### config.mk
export PLATFORM = sky130hd
export DESIGN_NAME = dag_task_release_gate
export DESIGN_NICKNAME = d
export VERILOG_FILES = /design/src/rtl/dtrg_pkg.sv /design/src/rtl/dag_task_release_gate.sv
export SDC_FILE = /design/constraint.sdc
export NUM_CORES = 1
export LEC_CHECK = 0
export BUFFER_PORTS_ARGS = -buffer_cell sky130_fd_sc_hd__buf_4
export CORE_MARGIN = 4
export CORE_UTILIZATION = 40
export CTS_CLUSTER_DIAMETER = 120
export CTS_CLUSTER_SIZE = 24
export DETAILED_ROUTE_END_ITERATION = 10
export SYNTH_ARGS = -nofsm -noshare
export SYNTH_HDL_FRONTEND = slang
export SYNTH_SLANG_ARGS = --single-unit
### constraint.sdc
create_clock -name clk_i -period 14.4 [get_ports clk_i]
set_input_delay 0 -clock clk_i [delete_from_list [all_inputs] [get_ports clk_i]]
set_output_delay 0 -clock clk_i [all_outputs]
set_load 0.03 [all_outputs]
### src/rtl/dtrg_pkg.sv
// dtrg_pkg: constants, payload structs and the control store of the dag task release gate
// used by dag_task_release_gate; depends on nothing else
package dtrg_pkg;

  // graph and table sizes
  localparam int MAX_TASKS   = 32;
  localparam int MAX_SENSORS = 8;
  localparam int SIDX_W      = (MAX_SENSORS > 1) ? $clog2(MAX_SENSORS) : 1;
  localparam int SCNT_W      = $clog2(MAX_SENSORS + 1);

  // sensor stamp that means no time yet
  localparam logic signed [31:0] STAMP_NONE = -32'sd1;

  // configuration register indexes
  localparam logic [2:0] CFG_OWN_TASK  = 3'd0;
  localparam logic [2:0] CFG_PRIORITY  = 3'd1;
  localparam logic [2:0] CFG_EXEC      = 3'd2;
  localparam logic [2:0] CFG_PERIOD    = 3'd3;
  localparam logic [2:0] CFG_PARENTS   = 3'd4;
  localparam logic [2:0] CFG_SENSORS   = 3'd5;

  // item function codes
  localparam logic FUNC_UPDATE = 1'b0;
  localparam logic FUNC_TICK   = 1'b1;

  // sequencer step addresses
  localparam logic [2:0] ST_IDLE   = 3'd0;
  localparam logic [2:0] ST_DECODE = 3'd1;
  localparam logic [2:0] ST_MERGE  = 3'd2;
  localparam logic [2:0] ST_CHECK  = 3'd3;
  localparam logic [2:0] ST_EMIT   = 3'd4;

  // datapath actions
  localparam logic [2:0] ACT_LATCH = 3'd0;
  localparam logic [2:0] ACT_NOP   = 3'd1;
  localparam logic [2:0] ACT_MERGE = 3'd2;
  localparam logic [2:0] ACT_CHECK = 3'd3;
  localparam logic [2:0] ACT_EMIT  = 3'd4;

  // jump conditions
  localparam logic [2:0] CND_ALWAYS = 3'd0;
  localparam logic [2:0] CND_START  = 3'd1;
  localparam logic [2:0] CND_TICK   = 3'd2;
  localparam logic [2:0] CND_READY  = 3'd3;
  localparam logic [2:0] CND_LAST   = 3'd4;

  typedef struct packed {
    logic              func;
    logic [30:0]       now_time;
    logic [4:0]        source_task;
    logic [2:0]        sensor_index;
    logic signed [31:0] sensor_stamp;
    logic              last_element;
  } in_t;

  typedef struct packed {
    logic [4:0]        job_task;
    logic [31:0]       job_number;
    logic [7:0]        job_prio;
    logic [15:0]       job_exec;
    logic [30:0]       release_time;
    logic [2:0]        out_sensor;
    logic signed [31:0] out_stamp;
    logic              end_of_job;
  } out_t;

  // one control word: action, condition, targets when it holds and when not
  typedef struct packed {
    logic [2:0] act;
    logic [2:0] cnd;
    logic [2:0] tgt_true;
    logic [2:0] tgt_false;
  } ucode_t;

  // control store
  function automatic ucode_t ucode_rom(input logic [2:0] step);
    ucode_t w;
    case (step)
      ST_IDLE:   w = '{act: ACT_LATCH, cnd: CND_START,  tgt_true: ST_DECODE, tgt_false: ST_IDLE};
      ST_DECODE: w = '{act: ACT_NOP,   cnd: CND_TICK,   tgt_true: ST_CHECK,  tgt_false: ST_MERGE};
      ST_MERGE:  w = '{act: ACT_MERGE, cnd: CND_ALWAYS, tgt_true: ST_IDLE,   tgt_false: ST_IDLE};
      ST_CHECK:  w = '{act: ACT_CHECK, cnd: CND_READY,  tgt_true: ST_EMIT,   tgt_false: ST_IDLE};
      ST_EMIT:   w = '{act: ACT_EMIT,  cnd: CND_LAST,   tgt_true: ST_IDLE,   tgt_false: ST_EMIT};
      default:   w = '{act: ACT_NOP,   cnd: CND_ALWAYS, tgt_true: ST_IDLE,   tgt_false: ST_IDLE};
    endcase
    return w;
  endfunction

endpackage

### src/rtl/dag_task_release_gate.sv
// dag_task_release_gate: release gate of one task node in a dag of periodic tasks
// microcoded sequencer over a small datapath; depends on dtrg_pkg
//
// Usage:
// - item channel: item_i is taken at a clock edge where start is high and busy is low.
//   func update merges one sensor stamp and may mark a parent done; func tick tests
//   readiness and, on release, emits one result word per sensor entry in use.
// - result channel: each result word sits on result_o for one cycle with result_valid_o
//   high; the receiver takes it at the end of that cycle and cannot stall the block.
// - config channel: cfg_valid_i/cfg_ready_o with cfg_index_i and cfg_data_i; ready is
//   always high; write only while busy is low and no result is pending.
// - sequence: an update walks the decode and merge steps; a tick walks decode and check
//   and, on release, one emit step per entry (n sensor entries, up to 8), each emit
//   step reading the sensor table once. busy stays high from acceptance until the
//   sequencer is back in idle. results appear one per cycle starting the cycle after
//   the first emit step.
// - reset: the sensor table goes to -1, parent marks, job count and last release
//   clear, and the registers take their reset values.
module dag_task_release_gate (
  input  logic               clk_i,
  input  logic               rst_ni,
  input  logic               start,
  output logic               busy,
  input  dtrg_pkg::in_t      item_i,
  output logic               result_valid_o,
  output dtrg_pkg::out_t     result_o,
  input  logic               cfg_valid_i,
  output logic               cfg_ready_o,
  input  logic [2:0]         cfg_index_i,
  input  logic [31:0]        cfg_data_i
);
  import dtrg_pkg::*;

  // configuration registers
  logic [4:0]         own_task_q;
  logic [7:0]         prio_q;
  logic [15:0]        exec_q;
  logic signed [31:0] period_q;
  logic [MAX_TASKS-1:0] parents_q;
  logic [3:0]         sensors_q;

  // block state
  logic [MAX_TASKS-1:0] done_q, done_d;
  logic signed [31:0]   table_q [MAX_SENSORS];
  logic [30:0]          last_rel_q, last_rel_d;
  logic [31:0]          job_cnt_q, job_cnt_d;

  // sequencer and datapath registers
  logic [2:0]        step_q, step_d;
  logic [SIDX_W-1:0] k_q, k_d;
  in_t               item_q;
  out_t              out_q;
  logic              out_vld_q, out_vld_d;

  ucode_t             uw;
  logic               accept;
  logic               cond;
  logic [SCNT_W-1:0]  n_eff;
  logic               is_source;
  logic               triggered;
  logic signed [31:0] diff;
  logic               period_ok;
  logic               ready;
  logic               last_k;
  logic [SIDX_W-1:0]  rd_addr;
  logic signed [31:0] rd_data;
  logic               wr_en;
  logic [SIDX_W-1:0]  wr_addr;
  logic signed [31:0] wr_data;

  assign cfg_ready_o    = 1'b1;
  assign busy           = (step_q != ST_IDLE);
  assign accept         = start && !busy;
  assign result_valid_o = out_vld_q;
  assign result_o       = out_q;
  assign uw             = ucode_rom(step_q);

  // effective sensor count: zero acts as one, clip at the table depth
  always_comb begin
    if (sensors_q == 4'd0) begin
      n_eff = SCNT_W'(1);
    end else if (32'(sensors_q) > MAX_SENSORS) begin
      n_eff = SCNT_W'(MAX_SENSORS);
    end else begin
      n_eff = SCNT_W'(sensors_q);
    end
  end

  // readiness of a tick
  assign is_source = (parents_q == '0);
  assign triggered = is_source || ((done_q & parents_q) == parents_q);
  assign diff      = $signed({1'b0, item_q.now_time}) - $signed({1'b0, last_rel_q});
  always_comb begin
    if (period_q < 0) begin
      period_ok = 1'b0;
    end else if (period_q == 32'sd0) begin
      period_ok = 1'b1;
    end else if (item_q.now_time == 31'd0) begin
      period_ok = is_source;
    end else begin
      period_ok = (diff == period_q);
    end
  end
  assign ready  = triggered && period_ok;
  assign last_k = ((SCNT_W'(k_q) + SCNT_W'(1)) == n_eff);

  // jump condition select
  always_comb begin
    case (uw.cnd)
      CND_ALWAYS: cond = 1'b1;
      CND_START:  cond = accept;
      CND_TICK:   cond = (item_q.func == FUNC_TICK);
      CND_READY:  cond = ready;
      CND_LAST:   cond = last_k;
      default:    cond = 1'b0;
    endcase
  end

  // single sensor table read port
  assign rd_addr = (uw.act == ACT_EMIT) ? k_q : item_q.sensor_index[SIDX_W-1:0];
  assign rd_data = table_q[rd_addr];

  // datapath actions
  always_comb begin
    step_d     = cond ? uw.tgt_true : uw.tgt_false;
    k_d        = k_q;
    done_d     = done_q;
    last_rel_d = last_rel_q;
    job_cnt_d  = job_cnt_q;
    out_vld_d  = 1'b0;
    wr_en      = 1'b0;
    wr_addr    = item_q.sensor_index[SIDX_W-1:0];
    wr_data    = item_q.sensor_stamp;
    case (uw.act)
      ACT_LATCH: begin
      end
      ACT_NOP: begin
      end
      ACT_MERGE: begin
        // max merge into an in-range entry, then mark a parent done
        if ((SCNT_W'(item_q.sensor_index) < n_eff) && (item_q.sensor_stamp > rd_data)) begin
          wr_en = 1'b1;
        end
        if (item_q.last_element && parents_q[item_q.source_task]) begin
          done_d[item_q.source_task] = 1'b1;
        end
      end
      ACT_CHECK: begin
        // a releasing source task records its own time, if its own entry is in use
        k_d     = '0;
        wr_addr = own_task_q[SIDX_W-1:0];
        wr_data = $signed({1'b0, item_q.now_time});
        if (ready && is_source && ({1'b0, own_task_q} < 6'(n_eff))) begin
          wr_en = 1'b1;
        end
      end
      ACT_EMIT: begin
        out_vld_d = 1'b1;
        k_d       = k_q + SIDX_W'(1);
        if (last_k) begin
          last_rel_d = item_q.now_time;
          job_cnt_d  = job_cnt_q + 32'd1;
          done_d     = '0;
        end
      end
      default: begin
      end
    endcase
  end

  // sequencer and block state
  always_ff @(posedge clk_i or negedge rst_ni) begin
    if (!rst_ni) begin
      step_q     <= ST_IDLE;
      k_q        <= '0;
      out_vld_q  <= 1'b0;
      done_q     <= '0;
      last_rel_q <= '0;
      job_cnt_q  <= '0;
      for (int i = 0; i < MAX_SENSORS; i++) begin
        table_q[i] <= STAMP_NONE;
      end
    end else begin
      step_q     <= step_d;
      k_q        <= k_d;
      out_vld_q  <= out_vld_d;
      done_q     <= done_d;
      last_rel_q <= last_rel_d;
      job_cnt_q  <= job_cnt_d;
      if (wr_en) begin
        table_q[wr_addr] <= wr_data;
      end
    end
  end

  // item latch and result word
  always_ff @(posedge clk_i) begin
    if (accept) begin
      item_q <= item_i;
    end
    if (uw.act == ACT_EMIT) begin
      out_q.job_task     <= own_task_q;
      out_q.job_number   <= job_cnt_q;
      out_q.job_prio     <= prio_q;
      out_q.job_exec     <= exec_q;
      out_q.release_time <= item_q.now_time;
      out_q.out_sensor   <= 3'(k_q);
      out_q.out_stamp    <= rd_data;
      out_q.end_of_job   <= last_k;
    end
  end

  // configuration writes
  always_ff @(posedge clk_i or negedge rst_ni) begin
    if (!rst_ni) begin
      own_task_q <= '0;
      prio_q     <= '0;
      exec_q     <= '0;
      period_q   <= STAMP_NONE;
      parents_q  <= '0;
      sensors_q  <= 4'd1;
    end else if (cfg_valid_i && cfg_ready_o) begin
      case (cfg_index_i)
        CFG_OWN_TASK: own_task_q <= cfg_data_i[4:0];
        CFG_PRIORITY: prio_q     <= cfg_data_i[7:0];
        CFG_EXEC:     exec_q     <= cfg_data_i[15:0];
        CFG_PERIOD:   period_q   <= $signed(cfg_data_i);
        CFG_PARENTS:  parents_q  <= cfg_data_i[MAX_TASKS-1:0];
        CFG_SENSORS:  sensors_q  <= cfg_data_i[3:0];
        default: begin
        end
      endcase
    end
  end

endmodule

==> results of run 1 <==
[kinds of logic after synthesis]
family	after synthesis	synth area share (%)
compound gates	417	9.13
xor+xnor	69	1.90
fa+ha+maj	71	2.81
buf+inv	224	3.26
flops	656	55.8
mux	396	17.1
other cells	1	0.0118
simple gates	651	10.0
[worst reg2reg max path: cells and delay by family (launching register included)]
family,cells,cell delay (ns)
AOI/OAI and AO/OA,7,2.03
adders and majority gates,1,0.32
buffers and inverters,4,2.46
DFF,1,0.47
muxes,1,0.40
and+or+nand+nor,8,2.11
[registers in the layout, indices dropped and copies added (netlist names)]
name and count:
step_q 3, prio_q 8, table_q 256, sensors_q 4, k_q 3, exec_q 16
item_q 73, period_q 32, done_q 32, last_rel_q 31, own_task_q 5, result_valid_o 1
parents_q 32, job_cnt_q 32, result_o 128
[cell type report]
class / count / area [um2]
Clock buffer: 56 / 956
Inverter: 96 / 365
Timing Repair Buffer: 381 / 3170
Sequential cell: 656 / 17800
Clock inverter: 4 / 53.8
Fill cell: 7039 / 42200
Tap cell: 1050 / 1310
Multi-Input combinational cell: 1605 / 13100
[cells in the mapped netlist, types with 70 or more instances]
| cell type | n |
|---|---|
| dfstp_2 | 289 |
| ha_1 | 70 |
| nand2_1 | 246 |
| a21oi_1 | 93 |
| clkbuf_1 | 87 |
| inv_1 | 95 |
| mux2_2 | 136 |
| mux2_4 | 241 |
| o21ai_0 | 77 |
| dfrtp_1 | 166 |
| nor2_1 | 121 |
| edfxtp_1 | 201 |
| a211oi_1 | 71 |
[layer usage]
metal  global-route usage [%]  routed length [um]  vias to the layer above
met3                     3.48                4110                      138
met2                     35.2               44400                      552
li1                         -                   -                     9593
met5                        0                   0                        -
met4                     6.61                3010                        0
met1                     26.9               38400                    11100
[power groups by stage]
stage / Sequential, mW / Combinational (mW) / Clock [mW]
final: 2.94 / 1.75 / 1.09
after global routing: 2.98 / 1.90 / 1.19
after CTS: 2.93 / 1.76 / 1.13
after detailed placement: 2.95 / 1.72 / 0
after global placement: 2.94 / 1.67 / 0
after floorplan: 2.80 / 1.30 / 0
[worst max-delay path by stage]
| stage | startpoint | end | slack [ns] |
|---|---|---|---|
| 2_1_floorplan | step_q[0] | table_q[192] | 6.61 |
| 3_3_place_gp | step_q[0] | table_q[32] | 7.03 |
| 3_5_place_dp | step_q[0] | table_q[32] | 6.61 |
| 4_1_cts | step_q[0] | table_q[32] | 6.55 |
| 5_1_grt | step_q[0] | table_q[101] | 6.14 |
| 6_report | step_q[0] | table_q[101] | 6.56 |
[timing repair]
action / 4_1_cts / 5_1_grt
buffers inserted: 0 / 0
endpoints found under the hold margin: 255 / 0
hold buffers: 111 / 0
gates resized for setup: 0 / 0
==> results.json, run 1 <==
{
  "swShare_pct": 31.9,
  "initial_utilization_pct": 40.3,
  "final_cell_mix": "dfstp_2, buf_4, nand2_1",
  "ir_drop_mv": 0.0743,
  "power_frac_comb_pct": 30.4,
  "worstRegToRegCells": 21,
  "ant_nets": 0,
  "syn_area_um2": 31900,
  "fp.dieW_um": 290,
  "required_ns": 14.92,
  "grt_start_max_net_pins": 167,
  "rsz0062_at_grt": "no",
  "cp.arrival_ns": 8.37,
  "coreArea_um2": 79000,
  "hpwl_um": 61600,
  "ios": 243,
  "drt-total-wl_um": 89900,
  "synth-edff-count": 201,
  "syn_inst": 2485,
  "drc_errors": 0,
  "clock_skew_ns": 0.0317,
  "grt_pass1_wl_um": 137000,
  "cts_tree": "yes",
  "drive_above_1_share_pct": 36.4,
  "p_total_mw": 5.78,
  "period_share_pct": 54.5,
  "finish.utilization_pct": 46.5,
  "fin_nets": 2957,
  "cts_max_path_buffers": 3,
  "drv_cap": 0,
  "yosysTopAreaCell": "dfstp_2",
  "async_flop_share_pct": 69.4,
  "yosys.area.top_type_share_pct": 23.8,
  "htree_levels": 2,
  "r2r_slack_ns": 6.56,
  "cp_num_buf_inv": 4,
  "p_leak_nw": 15.3,
  "maxSlewViolCount": 0,
  "tns_ns": 0,
  "crit_family": "buffers and inverters",
  "cts_root_buf": "clkbuf_16",
  "cp_max_fo": 67,
  "pwr-share-seq_pct": 50.8,
  "rr_startpoint": "step_q[0]",
  "placed_area_um2": 34600,
  "gp_congestion": 0.865,
  "final-setup-viol-count": 0,
  "die_y_um": 290,
  "core.rowCount": 103,
  "dpl_worst_slack_ns": 6.61,
  "max_freq_mhz": 127,
  "grt_usage_pct": 20.7,
  "synth_area_leaders": "dfstp_2, edfxtp_1, dfrtp_1",
  "path_class": "register to register",
  "p_int_mw": 3.93,
  "yosysSeqAreaShare_pct": 55.8,
  "antenna_found_initial": 0,
  "mostFrequentLayoutCell": "dfstp_2",
  "die_area_um2": 84200,
  "fin_hold_ws_ns": 0.0711,
  "max_stage_delay_ns": 0.83,
  "maxSlewHeadroom_pct": 11.9,
  "clock-sinks": 656,
  "ys_types": 80,
  "synth_fp_nets": 2668,
  "clock_power_share_pct": 18.9,
  "grt_pass1_vias": 22200,
  "path_depth": 21,
  "drtPass1Iterations": 5,
  "port_buffers": 241,
  "worst_pin_slew_ns": 1.32,
  "critPathCaptureType": "register",
  "yosys_warnings": 0,
  "clkTransAtPathRegs_ns": 0.10,
  "fin_area_um2": 36800,
  "crit_path_start_kind": "register",
  "synthFlopType": "dfstp_2",
  "clk_latency_ns": 0.59,
  "vias": 21400,
  "dp_cells": 3677,
  "cp_slowest_cell": "o21ai_4",
  "area_delta_synth_final_pct": 15.3,
  "stdcell_count": 3848,
  "syn_area_per_cell_um2": 12.8,
  "synth-seq-cells": 656,
  "hold_path.class": "input pin to async pin",
  "worst_slack_ns": 6.56,
  "fin_crit_ns": 7.84,
  "reg2reg_to": "table_q[101]",
  "p_sw_mw": 1.85,
  "hold_viol_final": 0,
  "via_per_inst": 5.55,
  "cp_cell_sequence": "nor2_1 > nand2_1 > inv_6 > nor2_1 > a21oi_4 > buf_4 > buf_4 > nand2_1 > a311oi_1 > nor2_1 > ha_1 > nand4_1 > or2_2 > nor4_1 > a31oi_1 > o21ai_0 > a31o_2 > o21ai_2 > o21ai_4 > buf_4 > mux2_2",
  "wire_per_inst_um": 23.4,
  "pwr_density_cell_nw_per_um2": 157,
  "outcome": "finished clean",
  "overflow": 0,
  "drt_iter0_markers": 1549,
  "numCtsBuffers": 34,
  "n_antenna_cell": 0
}
Note: power is estimated with default switching activity, not from simulation.
==> run 2: changes to the inputs <==
--- a/config.mk
+++ b/config.mk
@@ -5,6 +5,7 @@
 export SDC_FILE = /design/constraint.sdc
 export NUM_CORES = 1
 export LEC_CHECK = 0
+export ABC_AREA = 1
 export BUFFER_PORTS_ARGS = -buffer_cell sky130_fd_sc_hd__buf_4
 export CORE_MARGIN = 4
 export CORE_UTILIZATION = 40
==> constraint.sdc (replaced) <==
create_clock -name clk_i -period 7.2 [get_ports clk_i]
set_input_delay 0 -clock clk_i [delete_from_list [all_inputs] [get_ports clk_i]]
set_output_delay 0 -clock clk_i [all_outputs]
set_load 0.03 [all_outputs]
==> results.json, run 2 <==
{
  "final-setup-viol-count": 0,
  "synth_commonest_cells": "nand2_1, inv_1, nand3_1",
  "grt_usage_pct": 22.7,
  "drc_errors": 0,
  "ir_drop_mv": 0.249,
  "yosys.area.top_type_share_pct": 24.1,
  "path_class": "register to register",
  "worstRegToRegCells": 22,
  "antenna_found_initial": 5,
  "hpwl_um": 63600,
  "synth-edff-count": 201,
  "clk_latency_ns": 0.64,
  "synth_fp_nets": 3780,
  "worst_pin_slew_ns": 1.24,
  "initial_utilization_pct": 40.5,
  "cts_max_path_buffers": 3,
  "hold_viol_final": 0,
  "core.rowCount": 102,
  "required_ns": 7.78,
  "overflow": 0,
  "fin_crit_ns": 6.21,
  "grt_start_max_net_pins": 141,
  "clkTransAtPathRegs_ns": 0.11,
  "finish.utilization_pct": 46.9,
  "rr_startpoint": "step_q[1]",
  "synth_most_common_cell": "nand2_1",
  "tns_ns": 0,
  "syn_area_um2": 31500,
  "drtPass1Iterations": 6,
  "period_share_pct": 86.3,
  "area_delta_synth_final_pct": 15.7,
  "clock_skew_ns": 0.0181,
  "maxSlewViolCount": 0,
  "vias": 25500,
  "drv_cap": 0,
  "grt_pass1_vias": 25000,
  "numCtsBuffers": 31,
  "final_cell_mix": "nand2_1, inv_1, nand3_1",
  "outcome": "finished clean",
  "coreArea_um2": 77700,
  "cts_tree": "yes",
  "gp_congestion": 0.920,
  "fin_nets": 4050,
  "ios": 243,
  "largest_reg_flops": 256,
  "p_leak_nw": 16.6,
  "yosys_warnings": 0,
  "pwr_density_cell_nw_per_um2": 400,
  "die_area_um2": 83300,
  "async_flop_share_pct": 69.4,
  "ys_types": 48,
  "ant_nets": 0,
  "critPathCaptureType": "register",
  "hold_path.class": "input pin to async pin",
  "htree_levels": 1,
  "fp.dieW_um": 289,
  "rsz0062_at_grt": "no",
  "postCtsSetupBuffers": 0,
  "cts_root_buf": "clkbuf_16",
  "via_per_inst": 5.18,
  "cp.arrival_ns": 6.79,
  "synth_area_leaders": "dfstp_2, edfxtp_1, dfrtp_1",
  "largest-register": "table_q",
  "cp_max_fo": 85,
  "grt_pass1_wl_um": 148000,
  "port_buffers": 241,
  "syn_area_per_cell_um2": 8.76,
  "die_y_um": 289,
  "max_freq_mhz": 161,
  "synthFlopType": "dfstp_2",
  "clock-sinks": 656,
  "maxSlewHeadroom_pct": 16.6,
  "wire_per_inst_um": 19.4,
  "mostFrequentLayoutCell": "nand2_1",
  "drive_above_1_share_pct": 16.5,
  "drt-total-wl_um": 95800,
  "yosysSeqAreaShare_pct": 56.5,
  "p_total_mw": 14.6,
  "r2r_slack_ns": 0.99,
  "syn_inst": 3597,
  "crit_path_start_kind": "register",
  "drt_iter0_markers": 2208,
  "yosysTopAreaCell": "dfstp_2",
  "synth-seq-cells": 656,
  "reg2reg_to": "table_q[158]"
}
==> run 2: power breakdown <==
| part | internal, mW | switching, mW | total [mW] |
|---|---|---|---|
| clock | 0.870 | 1.22 | 2.09 |
| combinational | 2.05 | 4.45 | 6.50 |
| sequential | 5.36 | 0.641 | 6.00 |
==> run 2: worst max path at each step <==
stage	startpoint	end	slack [ns]	depth (start not counted)
final	step_q[1]	table_q[158]	0.99	22
after CTS	step_q[1]	table_q[40]	1.11	22
after detailed placement	step_q[1]	table_q[40]	1.15	22
after global placement	step_q[1]	table_q[232]	1.33	24
after floorplan	step_q[1]	table_q[161]	1.14	26
after global routing	step_q[1]	table_q[200]	0.56	23
==> run 2: cell type report <==
cell class,count,area [um2]
inverters,370,1390
multi-input cells,2407,11600
diodes,3,7.51
well taps,1040,1300
flip-flops and latches,656,17800
clock inverters,4,52.6
fillers,7516,41300
repair buffers,401,3410
clock buffers,54,872
==> run 2: logic make-up (layout without fill, tap and decap cells) <==
kind of cell    Yosys count  count (layout)  share of synthesized area [%]
simple gates           1754            1754                           23.0
flops                   656             656                           56.5
buf+inv                 534             829                           6.84
compound gates          513             513                           8.96
fa+ha+maj                71              71                           2.84
xor+xnor                 68              68                           1.89
other cells               1               4                         0.0119
==> run 2: per-stage QoR <==
| step | cell area, um2 | hold WS, ns | worst slack [ns] | std cells |
|---|---|---|---|---|
| after floorplan | 31500 | -0.296 | 1.14 | 3597 |
| after global placement | 34400 | 0.175 | 1.33 | 4761 |
| after detailed placement | 34400 | 0.175 | 1.15 | 4761 |
| after CTS | 36400 | 0.0381 | 1.11 | 4932 |
| after global routing | 36400 | 0.0477 | 0.563 | 4934 |
| final | 36500 | 0.0497 | 0.986 | 4935 |
==> run 2: layer usage <==
metal / part of all wire [%] / GRT usage (%) / vias up
met5: 0 / 0 / -
met3: 6.4 / 3.01 / 134
met2: 47 / 37.8 / 756
li1: - / - / 12300
met1: 43 / 31.4 / 12400
met4: 2.8 / 6.15 / 0
==> run 2: worst max-delay path, stage by stage (launching register included) <==
cell and delay (ns):
dfrtp_1 0.43, nor2_1 0.20, inv_2 0.08, nor2_4 0.33, nand2_1 0.16, o21ai_4 0.29, buf_4 0.59, o21ai_0 0.17
o22ai_1 0.19, inv_1 0.05, o21ai_0 0.60, inv_1 0.11, ha_1 0.30, nand3_1 0.18, nor4_1 0.60, nand2_1 0.15
nand3_1 0.10, nand3_1 0.12, nand2_4 0.40, buf_12 0.37, buf_4 0.40, nand3_1 0.11, nand2_1 0.10
==> run 2: timing repair <==
item / CTS / global route
gates resized for setup: 0 / 0
hold buffers: 113 / 0
endpoints found under the hold margin: 295 / 0
